==> config.mk <==
export PLATFORM = sky130hd
export DESIGN_NAME = bea_ctrl
export DESIGN_NICKNAME = d
export VERILOG_FILES = /design/src/rtl/bea_pkg.sv /design/src/rtl/bea_ctrl.sv
export VERILOG_INCLUDE_DIRS = /design/src /design/src/rtl
export SDC_FILE = /design/constraint.sdc
export NUM_CORES = 1
export LEC_CHECK = 0
export ABC_CLOCK_PERIOD_IN_PS = 1950
export CORE_AREA = 2 2 39 41
export DETAILED_ROUTE_END_ITERATION = 8
export DIE_AREA = 0 0 41 43
export DONT_BUFFER_PORTS = 1
export GPL_ROUTABILITY_DRIVEN = 0
export PLACE_DENSITY_LB_ADDON = 0.1
export SYNTH_ARGS = -nofsm -noshare
export SYNTH_HDL_FRONTEND = slang
export SYNTH_SLANG_ARGS = --single-unit
==> constraint.sdc <==
create_clock -name clock -period 1.95 [get_ports clock]
set_input_delay 0.39 -clock clock [delete_from_list [all_inputs] [get_ports clock]]
set_output_delay 0.39 -clock clock [all_outputs]
set_load 0.01 [all_outputs]
==> src/rtl/assert_macros.svh <==
// Assertion macros shared by the bitmap extent allocator modules.
// Defining ASSERT_OFF turns every check into an empty statement.
`ifndef ASSERT_MACROS_SVH
`define ASSERT_MACROS_SVH
`ifndef ASSERT_OFF
// The property must hold at every clock edge outside reset.
`define BEA_ASSERT(label, clk, rst, prop, msg) \
   label: assert property (@(posedge clk) disable iff (rst) (prop)) else $error(msg);
// The expression must never be true at a clock edge outside reset.
`define BEA_NEVER(label, clk, rst, expr, msg) \
   label: assert property (@(posedge clk) disable iff (rst) !(expr)) else $error(msg);
`else
`define BEA_ASSERT(label, clk, rst, prop, msg)
`define BEA_NEVER(label, clk, rst, expr, msg)
`endif
`endif

==> src/rtl/bea_pkg.sv <==
// Shared types and constants for the bitmap extent allocator.
// Used by the controller, the datapath and the top level; depends on nothing.
package bea_pkg;

   localparam int CMD_W    = 2;
   localparam int IDX_W    = 9;
   localparam int WORD_W   = 64;
   localparam int LEN_W    = 16;
   localparam int STATUS_W = 2;
   localparam int START_W  = 15;

   typedef enum logic [CMD_W-1:0] {
      OP_WRITE = 2'd0,
      OP_READ  = 2'd1,
      OP_ALLOC = 2'd2
   } op_type;

   typedef enum logic [STATUS_W-1:0] {
      ST_OK        = 2'd0,
      ST_NO_ROOM   = 2'd1,
      ST_BAD_COUNT = 2'd2
   } status_type;

   typedef enum logic [2:0] {
      RES_ZERO   = 3'd0,
      RES_READ   = 3'd1,
      RES_BAD    = 3'd2,
      RES_NOROOM = 3'd3,
      RES_ALLOC  = 3'd4
   } res_sel_type;

   typedef struct packed {
      logic        capture;
      logic        write_word;
      logic        read_word;
      logic        scan_start;
      logic        scan_step;
      logic        clr_read;
      logic        clr_write;
      logic        set_res;
      res_sel_type res_sel;
      logic        load_rsp;
   } ctrl_cmd_type;

   typedef struct packed {
      logic [CMD_W-1:0] op;
      logic             len_bad;
      logic             hit;
      logic             scan_end;
      logic             clr_last;
   } dp_status_type;

endpackage

==> src/rtl/bea_ctrl.sv <==
// Controller state machine of the bitmap extent allocator: request handshake,
// command sequencing and the output register's valid flag.
// Depends on bea_pkg and assert_macros.svh.
`include "assert_macros.svh"
module bea_ctrl import bea_pkg::*; (
   input  logic          clock,
   input  logic          reset,
   input  logic          req_valid,
   output logic          req_stall,
   output logic          rsp_valid,
   input  logic          rsp_stall,
   input  dp_status_type sts,
   output ctrl_cmd_type  cmd
);

   typedef enum logic [6:0] {
      S_IDLE    = 7'b0000001,
      S_DECODE  = 7'b0000010,
      S_RD_WAIT = 7'b0000100,
      S_SCAN    = 7'b0001000,
      S_CLR_RD  = 7'b0010000,
      S_CLR_WR  = 7'b0100000,
      S_DONE    = 7'b1000000
   } state_type;

   state_type state_ff;
   state_type state_in;
   logic      rsp_valid_ff;
   logic      rsp_valid_in;
   logic      out_free;

   assign out_free  = !rsp_valid_ff || !rsp_stall;
   assign req_stall = state_ff != S_IDLE;

   always_comb begin
      cmd      = '0;
      cmd.res_sel = RES_ZERO;
      state_in = state_ff;
      unique case (state_ff)
         S_IDLE: begin
            if (req_valid) begin
               cmd.capture = 1'b1;
               state_in    = S_DECODE;
            end
         end
         S_DECODE: begin
            unique case (sts.op)
               OP_WRITE: begin
                  cmd.write_word = 1'b1;
                  cmd.set_res    = 1'b1;
                  cmd.res_sel    = RES_ZERO;
                  state_in       = S_DONE;
               end
               OP_READ: begin
                  cmd.read_word = 1'b1;
                  state_in      = S_RD_WAIT;
               end
               OP_ALLOC: begin
                  if (sts.len_bad) begin
                     cmd.set_res = 1'b1;
                     cmd.res_sel = RES_BAD;
                     state_in    = S_DONE;
                  end else begin
                     cmd.scan_start = 1'b1;
                     state_in       = S_SCAN;
                  end
               end
               default: begin
                  // An unused command changes nothing and answers with zeros.
                  cmd.set_res = 1'b1;
                  cmd.res_sel = RES_ZERO;
                  state_in    = S_DONE;
               end
            endcase
         end
         S_RD_WAIT: begin
            cmd.set_res = 1'b1;
            cmd.res_sel = RES_READ;
            state_in    = S_DONE;
         end
         S_SCAN: begin
            cmd.scan_step = 1'b1;
            priority if (sts.hit) begin
               state_in = S_CLR_RD;
            end else if (sts.scan_end) begin
               cmd.set_res = 1'b1;
               cmd.res_sel = RES_NOROOM;
               state_in    = S_DONE;
            end else begin
               state_in = S_SCAN;
            end
         end
         S_CLR_RD: begin
            cmd.clr_read = 1'b1;
            state_in     = S_CLR_WR;
         end
         S_CLR_WR: begin
            cmd.clr_write = 1'b1;
            if (sts.clr_last) begin
               cmd.set_res = 1'b1;
               cmd.res_sel = RES_ALLOC;
               state_in    = S_DONE;
            end else begin
               state_in = S_CLR_RD;
            end
         end
         S_DONE: begin
            if (out_free) begin
               cmd.load_rsp = 1'b1;
               state_in     = S_IDLE;
            end
         end
         default: begin
            state_in = S_IDLE;
         end
      endcase
   end

   assign rsp_valid_in = cmd.load_rsp ? 1'b1 : (rsp_valid_ff && rsp_stall);

   always_ff @(posedge clock) begin
      if (reset) begin
         state_ff     <= S_IDLE;
         rsp_valid_ff <= 1'b0;
      end else begin
         state_ff     <= state_in;
         rsp_valid_ff <= rsp_valid_in;
      end
   end

   assign rsp_valid = rsp_valid_ff;

   `BEA_ASSERT(a_accept_decode, clock, reset, (req_valid && !req_stall) |=> (state_ff == S_DECODE), "accepted request not decoded")
   `BEA_NEVER(a_load_free, clock, reset, cmd.load_rsp && rsp_valid_ff && rsp_stall, "result overwritten while stalled")
   `BEA_ASSERT(a_clear_after_hit, clock, reset, (state_ff == S_CLR_RD && $past(state_ff) == S_SCAN) |-> $past(sts.hit), "clear started without a run")

endmodule

* Yosys cells after proc, flatten, opt, wreduce, memory -nomap -nowiden
Cells that the tools add are included.
** Operators by class
- Eq/ne operators :: 12
- Mux-type cells :: 27
- Reductions and logical operators :: 6
** Operators with widths (count)
- 7-bit case mux with 7 select lines :: 1
- 7-bit 2-to-1 mux :: 6
- 4-bit 2-to-1 mux :: 4
- 4-bit case mux with 4 select lines :: 1
- 7-bit case mux with 2 select lines :: 1
- 1-bit 2-to-1 mux :: 12
- 4-bit case mux with 2 select lines :: 1
- 7-bit by 1-bit equality test with 1-bit output (second input constant) :: 1
- 7-bit by 2-bit equality test with 1-bit output (second input constant) :: 1
- 7-bit by 3-bit equality test with 1-bit output (second input constant) :: 1
- 7-bit by 4-bit equality test with 1-bit output (second input constant) :: 1
- 7-bit by 5-bit equality test with 1-bit output (second input constant) :: 1
- 7-bit by 6-bit equality test with 1-bit output (second input constant) :: 1
- 7-bit equality test (second input constant) :: 1
- 7-bit by 1-bit inequality test with 1-bit output (second input constant) :: 1
- 2-bit inequality test (second input constant) :: 2
- 3-bit 2-to-1 mux :: 1
- 2-bit by 1-bit equality test with 1-bit output (second input constant) :: 1
- 2-bit equality test (second input constant) :: 1
- 1-bit logical NOT :: 2
- 2-bit logical NOT :: 1
- 2-bit AND reduction :: 1
- 1-bit logical AND :: 1
- 1-bit logical OR :: 1
** Word-level totals
- Register bits after elaboration :: 8
- Bits of input ports :: 10
- Output and inout bits :: 14
- Logic and storage cells :: 47

* Depth between registers and ports, before layout
- Depth in word-level cells :: 5
- Depth in mapped cells :: 4
- Gate-level depth less buffers :: 4

* Worst setup path after synthesis
No wires, ideal clock.
- Path kind :: reg2out
- Start :: reg state_ff[1]
- End :: out cmd[4] (netlist bit)
- Data arrival time :: 1343 ps
- Path slack :: 217 ps
- Stages on the path, launching flop included :: 5
- Path buffers :: 0
- Cells stage by stage :: dfxtp_1 or4_4 nor3_4 a21oi_2 nand2_1
** RTL lines
- start, declared :: line bea_ctrl.sv:26 : state_type state_ff;
- start signal, assigned :: line bea_ctrl.sv:126 : state_ff <= state_in;
- end, declared :: line bea_ctrl.sv:13 : output ctrl_cmd_type cmd

==> summary.md <==
| Metric | Value |
|---|---|
| Status | complete, but fails checks |
| Failing checks | setup timing |
| H-tree Lvls | 1 |
| Commonest non-fill, non-tap cells in the layout | nor2_1 (8), buf_4 (8), nand2_1 (5), dfxtp_1 (5), o21ai_0 (4) |
| CTS tree | done |
| Post-route ant nets | 0 |
| CP Buf/Inv Count | 0 |
| Synth Cell Area | between 500 and 600 um2 |
| Worst hold-check path type | input pin to flip-flop |
| Crit path depth | 4 |
| Critical path class | flip-flop to primary output |
| Sink Count | 8 |
| ANT cells | 0 |
| Worst rel slew slack | 0.720 |
| Lkg Pwr | 0.000266 uW |
| Reg clk slew, reported paths | 70 ps |
| Share of post-route cells with drive strength above 1 | 0.347 |
| DR DRC count | 0 |
| Post-route minimum period | 1950 ps |
| Final #Nets | 87 |
| TritonCTS buffer count | 3 |
| RSZ-0062 raised after global routing | true |
| Post-Synthesis Cells | 64 |
| Hold_buf cts | 0 |
| Maximum capacitance violations | 0 |
| CP delay by family, top | simple AND/OR/NAND/NOR gates |
| Die area | 0.00176 mm2 |
| Die boundary width | a little over 40 um |
| Final worst slack | -0.254 ps |
| Global-route usage over all layers | 0.188 |
| Synth Warn # | 0 |
| Reg2reg path depth | 5 |
| Longest Clk Path Bufs | 2 |
| Syn Nets | between 70 and 80 |
| Core Util, Final | 0.469 |
| Grt ovf | 0 |
| CP arrival | 1560 ps |
| Fin. Hold Viols | 0 |
| Detail Placement HPWL | 1050 um |
| Final setup fails | 1 |
| WL final | roughly 1400 um |
| CP max stage delay | 580 ps |
| Global-route wire length before repair | 2100 um |
| Die Ht | 43 um |
| Flops & latches, synth | 8 |
| Synth-to-Final Area Change | 21.5% |
| First drt pass iteration count | 4 |
| WL per Instance | approximately 15 um |
| Cells after DPL | 85 |
| Pre-CTS setup slack | 204 ps |
| Fin crit share | 1.00 |
| Initial DRC Count | 11 |
| # IOs | 24 |
| CP max-delay cell | or4_4 |
| Largest net degree at the start of global routing | 8 |
| Post-DP Area | approximately 600 um2 |
| Routed vias | 537 |
| Worst-margin pin slew | 414 ps |
| Hold path cells | 1 |
| Number of global-route vias before repair | 476 |
| Crit end category | primary output |
| Vias/cell | 5.90 |
| Netlist cell types | 29 |
| Syn avg cell area | 8.35 um2 |
| Core area | 0.00138 mm2 |
| Crit Path Max Fanout | 4 |
| IO buf count | 0 |
| Starting Density | 0.386 |
| CP startpoint kind | flip-flop |
| Pwr Density | roughly 570 mW/mm2 |
| Clk_skew | 18.3 ps |
| Worst vdd ir | 247 uV |
| Fin area | 649 um2 |
| Clk_lat worst skew | 270 ps |
| Max-slew violation count | 0 |
| Worst Path Required | roughly 1600 ps |
| Fmax achieved | 0.513 GHz |
| Antenna violations before repair | 0 |
| Root Driver | clkbuf_4 |
| Post-route insts no fill | 91 |
| Seq/Total Area, Yosys | 0.300 |
| Row cnt | 14 |
| Fill cells | 144 |
| Cell Chain, Critical Path | or4_4 > nor3_4 > a21oi_2 > nand2_2 |
power breakdown:
group / internal (uW) / switching [uW] / total (uW) / leakage [uW]
registers: 168 / 7.18 / 175 / 0.0000665
logic: 25.3 / 32.3 / 57.6 / 0.000186
clock network: 70.7 / 63.4 / 134 / 0.0000138
total: 264 / 103 / 367 / 0.000266
worst paths after layout:
check	startpoint	end	slack (ps)
max	state_ff[6]$_SDFFE_PP0P_	cmd[4]	-0.3
min	reset	rsp_valid$_SDFF_PP0_	180
max reg2reg	state_ff[6]$_SDFFE_PP0P_	state_ff[6]$_SDFFE_PP0P_	370
min reg2reg	rsp_valid$_SDFF_PP0_	rsp_valid$_SDFF_PP0_	530
layer usage:
metal,vias to the layer above,global-route usage,part of all wire
met3,4,0.0628,0.061
met1,252,0.225,0.41
met2,20,0.272,0.50
li1,261,-,-
met5,-,0,0
met4,0,0.120,0.026
Yosys cell counts:
cell type  count  area [um2]
dfxtp_1        8         160
and4bb_2       1        12.5
o21ai_0        4        20.0
nor3_1         2        10.0
nand3b_1       3        22.5
nand2_1        6        22.5
nor3_4         2        32.5
a21oi_1        3        15.0
nor4_1         1        6.26
a41oi_1        1        8.76
a21oi_2        1        8.76
a31oi_2        1        12.5
o211a_1        1        10.0
nand4b_1       1        8.76
nor2b_1        3        18.8
nor4b_2        1        15.0
inv_1          1        3.75
nand2b_1       2        12.5
o311ai_0       1        8.76
and3_1         3        18.8
nand4_1        1        6.26
and2b_1        2        15.0
nor4b_1        1        8.76
or3b_2         1        8.76
a21boi_1       1        7.51
and2_1         1        6.26
or4_4          1        11.3
a2bb2oi_1      1        8.76
nor2_1         9        33.8
kinds of logic (layout without fill, tap and decap cells):
| family | count (synthesis) | in the layout | synth area share |
|---|---|---|---|
| buffers and inverters | 1 | 12 | 0.00702 |
| and+or+nand+nor | 41 | 41 | 0.506 |
| DFF | 8 | 8 | 0.300 |
| AOI/OAI and AO/OA | 14 | 14 | 0.187 |
layout make-up:
class / instances / area (um2) / share of cell area
repair buffers: 8 / 60.1 / 0.0925
flip-flops and latches: 8 / 164 / 0.252
multi-input cells: 55 / 379 / 0.584
well taps: 16 / 20.0 / 0.0308
clock buffers: 3 / 22.5 / 0.0347
inverters: 1 / 3.75 / 0.00578
metrics by stage:
stage	power (uW)	hold slack, ps	TNS (ps)
after floorplan	220	459	0
after global placement	235	467	0
after detailed placement	235	468	0
after CTS	369	184	-55.1
after global routing	385	181	-193
final	367	183	-0.254
state kept, by name, summed over array words and instances (netlist names):
register and flops:
rsp_valid 1, state_ff 7
repair_timing:
action / in CTS / in global routing
cloned: 0 / 0
setup buffers: 3 / 0
gates resized for setup: 4 / 3
endpoints found under the setup margin: 4 / 6
pin swaps: 5 / 1
(Power assumes the default switching activity.)
